===== config.mk =====
export PLATFORM = sky130hd
export DESIGN_NAME = abort_base_register_restore_core
export DESIGN_NICKNAME = d
export VERILOG_FILES = /design/src/sv/abrr_pkg.sv /design/src/sv/abrr_front.sv /design/src/sv/abrr_queue.sv /design/src/sv/abrr_back.sv /design/src/sv/abort_base_register_restore_core.sv
export SDC_FILE = /design/constraint.sdc
export NUM_CORES = 1
export LEC_CHECK = 0
export BUFFER_PORTS_ARGS = -buffer_cell sky130_fd_sc_hd__buf_2
export CAP_MARGIN = 10
export CORE_ASPECT_RATIO = 0.5
export CORE_MARGIN = 5
export CORE_UTILIZATION = 55
export CTS_BUF_LIST = sky130_fd_sc_hd__clkbuf_16
export DETAILED_ROUTE_END_ITERATION = 12
export GPL_ROUTABILITY_DRIVEN = 0
export MAX_ROUTING_LAYER = met4
export PLACE_DENSITY = 0.8
export SYNTH_ARGS = -nofsm -noshare
export SYNTH_HDL_FRONTEND = slang
export SYNTH_SLANG_ARGS = --single-unit

===== constraint.sdc =====
create_clock -name clock -period 6.6 [get_ports clock]
set_input_delay 0.66 -clock clock [delete_from_list [all_inputs] [get_ports clock]]
set_output_delay 0.66 -clock clock [all_outputs]
set_load 0.02 [all_outputs]

===== src/sv/abrr_pkg.sv =====
// Package for the abort base register restore core: beat types, codes, masks.
// No dependencies; used by every module of the core.
`timescale 1ns / 1ps

package abrr_pkg;

   // Status codes
   localparam logic [1:0] STATUS_NONE  = 2'd0;
   localparam logic [1:0] STATUS_FIXED = 2'd1;
   localparam logic [1:0] STATUS_NOFIX = 2'd2;

   // Instruction classes
   localparam logic [2:0] CLASS_SWAP   = 3'd0;
   localparam logic [2:0] CLASS_SINGLE = 3'd1;
   localparam logic [2:0] CLASS_BLOCK  = 3'd2;
   localparam logic [2:0] CLASS_COPRO  = 3'd3;
   localparam logic [2:0] CLASS_OTHER  = 3'd4;

   // Shift types
   localparam logic [1:0] SHIFT_LSL = 2'd0;
   localparam logic [1:0] SHIFT_LSR = 2'd1;
   localparam logic [1:0] SHIFT_ASR = 2'd2;
   localparam logic [1:0] SHIFT_ROR = 2'd3;

   // Decode masks and matches
   localparam logic [31:0] SWAP_MASK    = 32'h0fb0_0ff0;
   localparam logic [31:0] SWAP_MATCH   = 32'h0100_0090;
   localparam logic [31:0] SINGLE_MASK  = 32'h0c00_0000;
   localparam logic [31:0] SINGLE_MATCH = 32'h0400_0000;
   localparam logic [31:0] BLKCOP_MASK  = 32'h0e00_0000;
   localparam logic [31:0] BLOCK_MATCH  = 32'h0800_0000;
   localparam logic [31:0] COPRO_MATCH  = 32'h0c00_0000;

   localparam logic [3:0] REG_PC = 4'd15;
   localparam logic [3:0] REG_SP = 4'd13;

   // Depth of the queue between front and back
   localparam int QUEUE_DEPTH = 2;

   typedef struct packed {
      logic [31:0] instruction_word;
      logic        svc_mode;
      logic [31:0] base_value;
      logic [31:0] offset_reg_value;
      logic [31:0] shift_reg_value;
   } abrr_req_type;

   typedef struct packed {
      logic [1:0]  status;
      logic [2:0]  instr_class;
      logic [3:0]  base_reg;
      logic [31:0] corrected_base;
   } abrr_rsp_type;

   // Classified item handed from front to back
   typedef struct packed {
      logic [1:0]  status;
      logic [2:0]  instr_class;
      logic [3:0]  base_reg;
      logic [31:0] base_value;
      logic [31:0] offset;
      logic        down;
   } abrr_job_type;

endpackage


===== src/sv/abrr_front.sv =====
// Front end: accepts request beats, classifies them and computes the offset.
// Depends on abrr_pkg.
`timescale 1ns / 1ps

module abrr_front (
   input  logic                  clock,
   input  logic                  reset,
   input  logic                  req_push,
   output logic                  req_full,
   input  abrr_pkg::abrr_req_type req_data,
   input  logic                  fix_en,
   input  logic                  q_full,
   output logic                  job_valid,
   output abrr_pkg::abrr_job_type job
);

   logic                   job_valid_ff, job_valid_in;
   abrr_pkg::abrr_job_type job_ff, job_in;
   logic                   accept;

   logic [31:0] w;
   logic [3:0]  rn;
   logic [1:0]  stype;
   logic [7:0]  amt;
   logic        amt_big;
   logic [31:0] rmv;
   logic [31:0] shifted;
   logic        reg_nofix;
   logic [4:0]  ones;

   assign accept   = req_push && !req_full;
   assign req_full = job_valid_ff && q_full;

   assign w     = req_data.instruction_word;
   assign rn    = w[19:16];
   assign stype = w[6:5];
   assign rmv   = req_data.offset_reg_value;
   assign ones  = 5'($countones(w[15:0]));

   // Work out the shift amount and the register-form cannot-fix cases
   always_comb begin
      reg_nofix = (w[3:0] == rn) || (stype == abrr_pkg::SHIFT_ROR);
      if (!w[4]) begin
         amt = {3'b000, w[11:7]};
         if (w[11:7] == 5'd0 &&
             (stype == abrr_pkg::SHIFT_LSR || stype == abrr_pkg::SHIFT_ASR)) begin
            amt = 8'd32;
         end
      end else begin
         amt = req_data.shift_reg_value[7:0];
         if (w[7] || w[11:8] == rn) begin
            reg_nofix = 1'b1;
         end
      end
      amt_big = (amt[7:5] != 3'd0);
   end

   // Barrel shift of the offset register
   always_comb begin
      unique case (stype)
         abrr_pkg::SHIFT_LSL: shifted = amt_big ? 32'd0 : (rmv << amt[4:0]);
         abrr_pkg::SHIFT_LSR: shifted = amt_big ? 32'd0 : (rmv >> amt[4:0]);
         abrr_pkg::SHIFT_ASR: shifted = amt_big ? {32{rmv[31]}}
                                                : 32'($signed(rmv) >>> amt[4:0]);
         default:             shifted = 32'd0;
      endcase
   end

   // Classify and pick status and offset
   always_comb begin
      job_in.instr_class = abrr_pkg::CLASS_OTHER;
      job_in.status      = abrr_pkg::STATUS_NONE;
      job_in.base_reg    = rn;
      job_in.base_value  = req_data.base_value;
      job_in.offset      = 32'd0;
      job_in.down        = w[23];
      priority if ((w & abrr_pkg::SWAP_MASK) == abrr_pkg::SWAP_MATCH) begin
         job_in.instr_class = abrr_pkg::CLASS_SWAP;
      end else if ((w & abrr_pkg::SINGLE_MASK) == abrr_pkg::SINGLE_MATCH) begin
         job_in.instr_class = abrr_pkg::CLASS_SINGLE;
         if (fix_en && (!w[24] || w[21])) begin
            if (rn == abrr_pkg::REG_PC || (rn == abrr_pkg::REG_SP && req_data.svc_mode)) begin
               job_in.status = abrr_pkg::STATUS_NOFIX;
            end else if (!w[25]) begin
               job_in.status = abrr_pkg::STATUS_FIXED;
               job_in.offset = {20'd0, w[11:0]};
            end else if (reg_nofix) begin
               job_in.status = abrr_pkg::STATUS_NOFIX;
            end else begin
               job_in.status = abrr_pkg::STATUS_FIXED;
               job_in.offset = shifted;
            end
         end
      end else if ((w & abrr_pkg::BLKCOP_MASK) == abrr_pkg::BLOCK_MATCH) begin
         job_in.instr_class = abrr_pkg::CLASS_BLOCK;
         if (w[21]) begin
            if (rn == abrr_pkg::REG_PC) begin
               job_in.status = abrr_pkg::STATUS_NOFIX;
            end else begin
               job_in.status = abrr_pkg::STATUS_FIXED;
               job_in.offset = {25'd0, ones, 2'b00};
            end
         end
      end else if ((w & abrr_pkg::BLKCOP_MASK) == abrr_pkg::COPRO_MATCH) begin
         job_in.instr_class = abrr_pkg::CLASS_COPRO;
         if (w[21]) begin
            if (rn == abrr_pkg::REG_PC || (rn == abrr_pkg::REG_SP && req_data.svc_mode)) begin
               job_in.status = abrr_pkg::STATUS_NOFIX;
            end else begin
               job_in.status = abrr_pkg::STATUS_FIXED;
               job_in.offset = {22'd0, w[7:0], 2'b00};
            end
         end
      end else begin
         job_in.instr_class = abrr_pkg::CLASS_OTHER;
      end
   end

   // Hold the classified beat until the queue takes it
   always_comb begin
      job_valid_in = job_valid_ff;
      if (accept) begin
         job_valid_in = 1'b1;
      end else if (job_valid_ff && !q_full) begin
         job_valid_in = 1'b0;
      end
   end

   always_ff @(posedge clock) begin
      if (reset) begin
         job_valid_ff <= 1'b0;
      end else begin
         job_valid_ff <= job_valid_in;
      end
      if (accept) begin
         job_ff <= job_in;
      end
   end

   assign job_valid = job_valid_ff;
   assign job       = job_ff;

endmodule


===== src/sv/abrr_queue.sv =====
// Short queue of classified beats between front and back.
// Depends on abrr_pkg.
`timescale 1ns / 1ps

module abrr_queue (
   input  logic                   clock,
   input  logic                   reset,
   input  logic                   push,
   input  abrr_pkg::abrr_job_type push_data,
   output logic                   full,
   input  logic                   pop,
   output abrr_pkg::abrr_job_type pop_data,
   output logic                   empty
);

   localparam int PTR_W = (abrr_pkg::QUEUE_DEPTH > 1) ? $clog2(abrr_pkg::QUEUE_DEPTH) : 1;
   localparam int CNT_W = $clog2(abrr_pkg::QUEUE_DEPTH + 1);
   localparam logic [PTR_W-1:0] LAST_PTR = PTR_W'(abrr_pkg::QUEUE_DEPTH - 1);
   localparam logic [CNT_W-1:0] FULL_CNT = CNT_W'(abrr_pkg::QUEUE_DEPTH);

   abrr_pkg::abrr_job_type entry_ff [abrr_pkg::QUEUE_DEPTH];
   logic [PTR_W-1:0] wr_ptr_ff, wr_ptr_in;
   logic [PTR_W-1:0] rd_ptr_ff, rd_ptr_in;
   logic [CNT_W-1:0] count_ff, count_in;
   logic             do_push, do_pop;

   assign full     = (count_ff == FULL_CNT);
   assign empty    = (count_ff == '0);
   assign do_push  = push && !full;
   assign do_pop   = pop && !empty;
   assign pop_data = entry_ff[rd_ptr_ff];

   // Advance pointers and count
   always_comb begin
      wr_ptr_in = wr_ptr_ff;
      rd_ptr_in = rd_ptr_ff;
      count_in  = count_ff;
      if (do_push) begin
         wr_ptr_in = (wr_ptr_ff == LAST_PTR) ? '0 : wr_ptr_ff + 1'b1;
      end
      if (do_pop) begin
         rd_ptr_in = (rd_ptr_ff == LAST_PTR) ? '0 : rd_ptr_ff + 1'b1;
      end
      if (do_push && !do_pop) begin
         count_in = count_ff + 1'b1;
      end else if (do_pop && !do_push) begin
         count_in = count_ff - 1'b1;
      end
   end

   always_ff @(posedge clock) begin
      if (reset) begin
         wr_ptr_ff <= '0;
         rd_ptr_ff <= '0;
         count_ff  <= '0;
      end else begin
         wr_ptr_ff <= wr_ptr_in;
         rd_ptr_ff <= rd_ptr_in;
         count_ff  <= count_in;
      end
      if (do_push) begin
         entry_ff[wr_ptr_ff] <= push_data;
      end
   end

endmodule


===== src/sv/abrr_back.sv =====
// Back end: applies the base correction and holds the response beat.
// Depends on abrr_pkg.
`timescale 1ns / 1ps

module abrr_back (
   input  logic                   clock,
   input  logic                   reset,
   input  logic                   q_empty,
   input  abrr_pkg::abrr_job_type q_data,
   output logic                   q_pop,
   output logic                   rsp_empty,
   input  logic                   rsp_pop,
   output abrr_pkg::abrr_rsp_type rsp_data
);

   logic                   rsp_valid_ff;
   abrr_pkg::abrr_rsp_type rsp_ff, rsp_in;
   logic                   load;

   assign load  = !q_empty && (!rsp_valid_ff || rsp_pop);
   assign q_pop = load;

   // Undo the writeback
   always_comb begin
      rsp_in.status      = q_data.status;
      rsp_in.instr_class = q_data.instr_class;
      rsp_in.base_reg    = q_data.base_reg;
      rsp_in.corrected_base = q_data.base_value;
      if (q_data.status == abrr_pkg::STATUS_FIXED) begin
         rsp_in.corrected_base = q_data.down ? q_data.base_value - q_data.offset
                                             : q_data.base_value + q_data.offset;
      end
   end

   // Hold the response until popped, refill in the same cycle
   always_ff @(posedge clock) begin
      if (reset) begin
         rsp_valid_ff <= 1'b0;
      end else if (load) begin
         rsp_valid_ff <= 1'b1;
      end else if (rsp_pop) begin
         rsp_valid_ff <= 1'b0;
      end
      if (load) begin
         rsp_ff <= rsp_in;
      end
   end

   assign rsp_empty = !rsp_valid_ff;
   assign rsp_data  = rsp_ff;

endmodule


===== src/sv/abort_base_register_restore_core.sv =====
// Top level of the abort base register restore core.
// Depends on abrr_pkg, abrr_front, abrr_queue and abrr_back.
//
// Takes one aborted ARM data-transfer instruction per beat with its base, offset
// and shift register values, and returns one response beat per request: class,
// status, base register index and the base with writeback undone. One request
// can be taken every clock unless a full queue stalls the front; a response
// passes the front register, the queue and the response register. The two-entry
// queue between classification and correction absorbs short response stalls.
// csr_wr_data set to 0 leaves single load/store writeback untouched; it resets
// to 1 and should only be written while no request is in flight.
`timescale 1ns / 1ps

module abort_base_register_restore_core (
   input  logic                   clock,
   input  logic                   reset,
   input  logic                   req_push,
   output logic                   req_full,
   input  abrr_pkg::abrr_req_type req_data,
   output logic                   rsp_empty,
   input  logic                   rsp_pop,
   output abrr_pkg::abrr_rsp_type rsp_data,
   input  logic                   csr_wr_en,
   input  logic                   csr_wr_data
);

   logic                   fix_en_ff;
   logic                   job_valid;
   abrr_pkg::abrr_job_type job;
   logic                   q_full, q_empty, q_pop;
   abrr_pkg::abrr_job_type q_data;

   // Single-transfer fix enable
   always_ff @(posedge clock) begin
      if (reset) begin
         fix_en_ff <= 1'b1;
      end else if (csr_wr_en) begin
         fix_en_ff <= csr_wr_data;
      end
   end

   abrr_front u_front (
      .clock     (clock),
      .reset     (reset),
      .req_push  (req_push),
      .req_full  (req_full),
      .req_data  (req_data),
      .fix_en    (fix_en_ff),
      .q_full    (q_full),
      .job_valid (job_valid),
      .job       (job)
   );

   abrr_queue u_queue (
      .clock     (clock),
      .reset     (reset),
      .push      (job_valid),
      .push_data (job),
      .full      (q_full),
      .pop       (q_pop),
      .pop_data  (q_data),
      .empty     (q_empty)
   );

   abrr_back u_back (
      .clock     (clock),
      .reset     (reset),
      .q_empty   (q_empty),
      .q_data    (q_data),
      .q_pop     (q_pop),
      .rsp_empty (rsp_empty),
      .rsp_pop   (rsp_pop),
      .rsp_data  (rsp_data)
   );

endmodule


; Yosys cells after proc, flatten, opt, wreduce, memory -nomap -nowiden
; Memories as Yosys holds them, arrays and structs flattened. A register that Yosys moved wholly into a read port is not among the register bits.
; Cells that the tools add are included.
[totals]
ff_bits = 122
output_inout_bits = 43
inputBits = 135
elab_cells = 133
ramBits = 148
n_memories = 1
[classes]
n_reduce_logical = 32
shift = 3
mux = 45
addsub = 21
eq_ne = 13
[mem_list]
columns = memory, words, word_bits, rd, rd_clocked_by_memory_dff, write_ports, line
row1 = u_queue.entry_ff, 2, 74, 1, 1, 1, abrr_queue.sv:21  ; abrr_pkg::abrr_job_type entry_ff [abrr_pkg::QUEUE_DEPTH];
[op_table]
columns = op, count
row1 = 32-bit 2-to-1 mux, 14
row2 = 32-bit one-hot mux with 3 select lines, 1
row3 = 5-bit adder, 7
row4 = 32-bit adder, 1
row5 = 32-bit by 5-bit << shifter with 32-bit output, 1
row6 = 32-bit by 5-bit right shift with 32-bit output, 1
row7 = 32-bit by 5-bit >>> shifter with 32-bit output, 1
row8 = 32-bit subtractor, 1
row9 = 2-bit 2-to-1 mux, 11
row10 = 1-bit by 1-bit adder with 2-bit output, 8
row11 = 15-bit by 12-bit == test with 1-bit output (second input constant), 1
row12 = 1-bit 2-to-1 mux, 12
row13 = 1-bit logical AND, 10
row14 = 10-bit 2-to-1 mux, 1
row15 = 5-bit 2-to-1 mux, 2
row16 = 4-bit == test, 2
row17 = 4-bit == test (second input constant), 2
row18 = 8-bit 2-to-1 mux, 1
row19 = 1-bit zero test, 7
row20 = 7-bit 2-to-1 mux, 1
row21 = 2-bit by 1-bit == test with 1-bit output (second input constant), 3
row22 = 2-bit == test (second input constant), 3
row23 = 3-bit == test (second input constant), 2
row24 = 1-bit logical OR, 6
row25 = other kinds (11), 15

; Logic depth before layout (Yosys ltp)
[logic_depth]
depth_word = 13
mapped_depth = 25

; Modules after synthesis
; A second synthesis with hierarchy kept.
[hier_totals]
hier_cells = 1498
hier_area_um2 = 17189.0
[modules_own_cells]
columns = mod, instances, cells_each, area_each_um2
row1 = abrr_front, 1, 793, 7646.1
row2 = abrr_queue, 1, 255, 5550.3
row3 = abrr_back, 1, 447, 3957.5
row4 = abort_base_register_restore_core, 1, 3, 35.0

; Worst setup path after synthesis
; No wires, ideal clock.
[synth_path]
path_type = reg-to-reg
start = register (tool-made name)
end = register u_back.rsp_ff, in the netlist u_back.rsp_data[30] (data pin)
path_slack_ps = 1218
synth_period_minus_slack_ps = 5382
n_path_buf = 7
setup_ps = 270
arrival_time_ps = 5112
path_stages_with_launch = 26
cell_sequence = dfxtp_1 -> buf_2 -> buf_2 -> buf_2 -> buf_2 -> buf_2 -> buf_2 -> mux2i_1 -> ha_1 -> o221ai_1 -> nor4_1 -> nor2b_1 -> and2_1 -> nor2_1 -> xor2_1 -> ha_1 -> clkbuf_1 -> a21o_1 -> a21oi_1 -> nand2_2 -> or3b_4 -> a311oi_4 -> o21ai_1 -> a21oi_1 -> xor2_1 -> a21oi_1
[synth_lines]
columns = item, line
row1 = end signal: assignment, abrr_back.sv:45  ; rsp_ff <= rsp_in;
row2 = end: declaration, abrr_back.sv:17  ; abrr_pkg::abrr_rsp_type rsp_ff, rsp_in;

==> results.md <==
* Post-synth EDFFs at ~260
* Wire length per cell at between 15 and 20 µm
* Final Cycle Share at between 80% and 90%
* CP arrival at ~5.7 ns
* Synth Flop Type: edfxtp_1
* Hold_buf cts at 0
* Syn Area/Cell at approximately 11 µm²
* Largest area contributor in the netlist: edfxtp_1
* Place WS at approximately 1.3 ns
* Startpoint Class: flip-flop
* Synthesis-stage register bit count at around 270
* Worst path cell trace: buf_4, nor4_1, a21oi_1, nor4_4, a31oi_1, nor2_1, xnor2_1, ha_1, a21o_1, a211oi_1, nand2_2, or3b_4, a311oi_4, o21ai_1, a21oi_1, xor2_1, a21oi_1
* RSZ-0062 raised after global routing: no
* Boundary Pins at 178
* Post-Place Cells at roughly 2000
* Largest net degree at the start of global routing at 75
* Post-Layout Cell Count at approximately 2100
* CTS Sinks at around 270
* TritonRoute pass-1 iters at 9
* Number of global-route vias before repair at around 12000
* Final ANT Viol Nets at 0
* Root Buffer: clkbuf_16
* GRT Total Usage at 23.6%
* Most frequent CP cell: a21oi_1
* Remaining DRCs at 0
* Max-Cap Viols at 0
* Mapped Nets at 1763
* Setup total negative slack at 0 ns
* DRT iter0 DRCs at 1754
* Setup Fix Bufs, Post-CTS at 0
* Fillers at 2438
* Delay-heaviest family, CP: compound AO/OA/AOI/OAI gates
* Chip Width at between 200 and 300 µm
* Worst-margin pin slew at around 1.1 ns
* Routed vias at between 10000 and 15000
* Clk buf depth at 3
* Critical Path End Type: flip-flop
* Type of the tightest min-delay check: in -> reg
* Minimum clock period at 5.43 ns
* Synthesized area at 17100 µm²
* Design Area, Final at roughly 19000 µm²
* CTS tree: yes
* Die Ht at about 130 µm
* Port Buffers at between 100 and 150
* Synth warn at 0
* Final WS setup at 1.17 ns
* Critical path's largest stage delay at about 0.82 ns
* Critical Path Fanout Max at 59
* Initial Utilization at a little under three fifths
* Layout area overhead at 11.2%
* Critical path's slowest cell: dfxtp_4
* Relative slew slack at between 20% and 30%
* Placed inst area at roughly 18000 µm²
* Clk slew on worst S/H paths at roughly 0.060 ns
* Worst skew pair latency at ~0.55 ns
* Antenna violations before repair at 3
* Hold path startpoint: req_data[66]
* Post-cts sizing count at 0
* Critical setup path kind: reg -> reg
* Post-Syn Instances at 1561
* Count of pins over their slew limit at 0
* H-tree depth at 1
* Post-synthesis sequential area ratio at around 47%
* Dpl hpwl at a little under 30000 µm
* Die footprint at 34900 µm²
* Pwr Total at approximately 7 mW
* Core Region at 30500 µm²
* Count of cell types in the netlist at 86
* Post-Route WL at 41400 µm
* Crit path buffers/inverters at 1
* Synth top area cells: edfxtp_1 (46%), mux2i_1 (10%), ha_1 (4.0%)
* Top-area cell type share of the netlist area at between 40% and 50%
* Final hold vios at 0
* DR vias/cell at just over 6
* Max Freq at approximately 0.18 GHz
* CP Data Required Time at 6.85 ns
* Row count at 45
* Run status: finished clean
* Cell Pwr Density at about 370 nW/µm²
* Gr ovfl total at 0
* Ys async rst share at 0%
* Share of layout cells above drive strength 1 at ~18%
* Worst vdd ir at ~0.19 mV
* Worst clock skew at between 0.02 and 0.025 ns
* Nets@finish at approximately 1900
* Setup violators final at 0
* CTS Buf Count at 26
* Leak at 7.34 nW
* First-pass GRT wire length at about 65000 µm
-- kinds of logic after synthesis --
| group | count (synthesis) | synth area share, % |
|---|---|---|
| buffers and inverters | 128 | 3.52 |
| AOI/OAI and AO/OA | 372 | 13.9 |
| adders and majority gates | 67 | 5.43 |
| muxes | 237 | 14.9 |
| xor gates and xnor gates | 74 | 3.79 |
| and+or+nand+nor | 412 | 11.3 |
| DFF | 271 | 47.2 |
-- worst paths after layout --
check	slack, ns	depth (start not counted)	end
setup / recovery	1.17	17	u_back.rsp_data[30]
hold / removal	0.29	1	u_front.job[35]
setup reg to reg	1.17	17	u_back.rsp_data[30]
hold reg to reg	0.44	0	u_queue.entry_ff[0][55]
-- per-stage QoR --
| step | hold WS, ns | utilization (%) |
|---|---|---|
| 2_1_floorplan | 0.421 | - |
| 3_3_place_gp | 0.423 | 59.4 |
| 3_5_place_dp | 0.430 | 59.4 |
| 4_1_cts | 0.274 | 62.3 |
| 5_1_grt | 0.281 | 62.4 |
| 6_report | 0.292 | 62.4 |
-- flip-flops by register name, indices dropped and copies added, names as in the netlist, named ones only --
register / cells
fix_en_ff: 1
u_back.rsp_valid_ff: 1
u_queue.wr_ptr_ff: 1
u_front.job: 74
u_front.job_valid: 1
u_queue.rd_ptr_ff: 1
u_back.rsp_data: 41
u_queue.entry_ff: 148
u_queue.count_ff: 2
-- Yosys cell counts, types with 11 or more instances --
master,count
edfxtp_1,263
xor2_1,32
mux2i_1,171
a211oi_1,12
nor3_1,34
nor2b_1,13
inv_1,39
o31ai_1,11
o21ai_1,43
or3_1,14
a21oi_1,113
nand2_1,109
a21o_1,22
o21ai_0,53
nand3_1,25
xnor2_1,42
a31oi_1,15
fa_1,12
buf_1,11
clkbuf_1,36
mux2_2,55
buf_2,30
nand2b_1,17
nor2_1,149
o211ai_1,18
ha_1,55
-- cell usage in the layout, fill, tap and decap left out, types with 8 or more instances in the layout --
cell,netlist,routed
a221oi_1,8,8
and2_1,9,9
inv_1,39,45
or3_1,14,14
a21oi_1,113,113
clkbuf_16,0,26
mux2_2,55,55
o31ai_1,11,11
nor2_1,149,148
o211ai_1,18,18
a211oi_1,12,12
a31oi_1,15,15
nor2b_1,13,11
edfxtp_1,263,263
nand2b_1,17,17
buf_2,30,148
buf_4,2,16
a21o_1,22,22
xor2_1,32,32
o21a_1,10,9
nand3_1,25,25
mux2i_1,171,170
fa_1,12,12
nand2_1,109,109
o21ai_0,53,51
o21ai_1,43,43
nor3_1,34,34
ha_1,55,55
xnor2_1,42,42
-- worst register-to-register path, stage by stage (launching register included) --
cell,delay [ns]
dfxtp_4,0.82
buf_4,0.57
nor4_1,0.16
a21oi_1,0.34
nor4_4,0.11
a31oi_1,0.44
nor2_1,0.11
xnor2_1,0.26
ha_1,0.35
a21o_1,0.20
a211oi_1,0.40
nand2_2,0.07
or3b_4,0.43
a311oi_4,0.31
o21ai_1,0.13
a21oi_1,0.18
xor2_1,0.16
a21oi_1,0.09
-- metal layers --
layer,track usage [%],part of all wire [%],vias up
li1,-,-,6071
met5,-,0,-
met2,35.0,44,632
met1,33.4,44,6094
met3,4.90,8.8,144
met4,6.45,3.4,0
-- area by class of cell --
cell class                 instances  area [µm²]  share of cell area (%)
tap                              423         529                    2.79
clock inverter                    22         248                    1.30
antenna                            3        7.51                  0.0395
multi-input combinational       1162        8490                    44.7
inverter                          39         146                   0.771
clock buffer                      26         651                    3.43
sequential                       271        8060                    42.4
timing repair buffer             164         861                    4.53
-- power by group --
group          internal (mW)  switching (mW)
Clock                  0.915           0.620
Sequential              2.26           0.139
Combinational           1.20            1.82
Total                   4.37            2.58
Power figures use the tool's default switching activity.
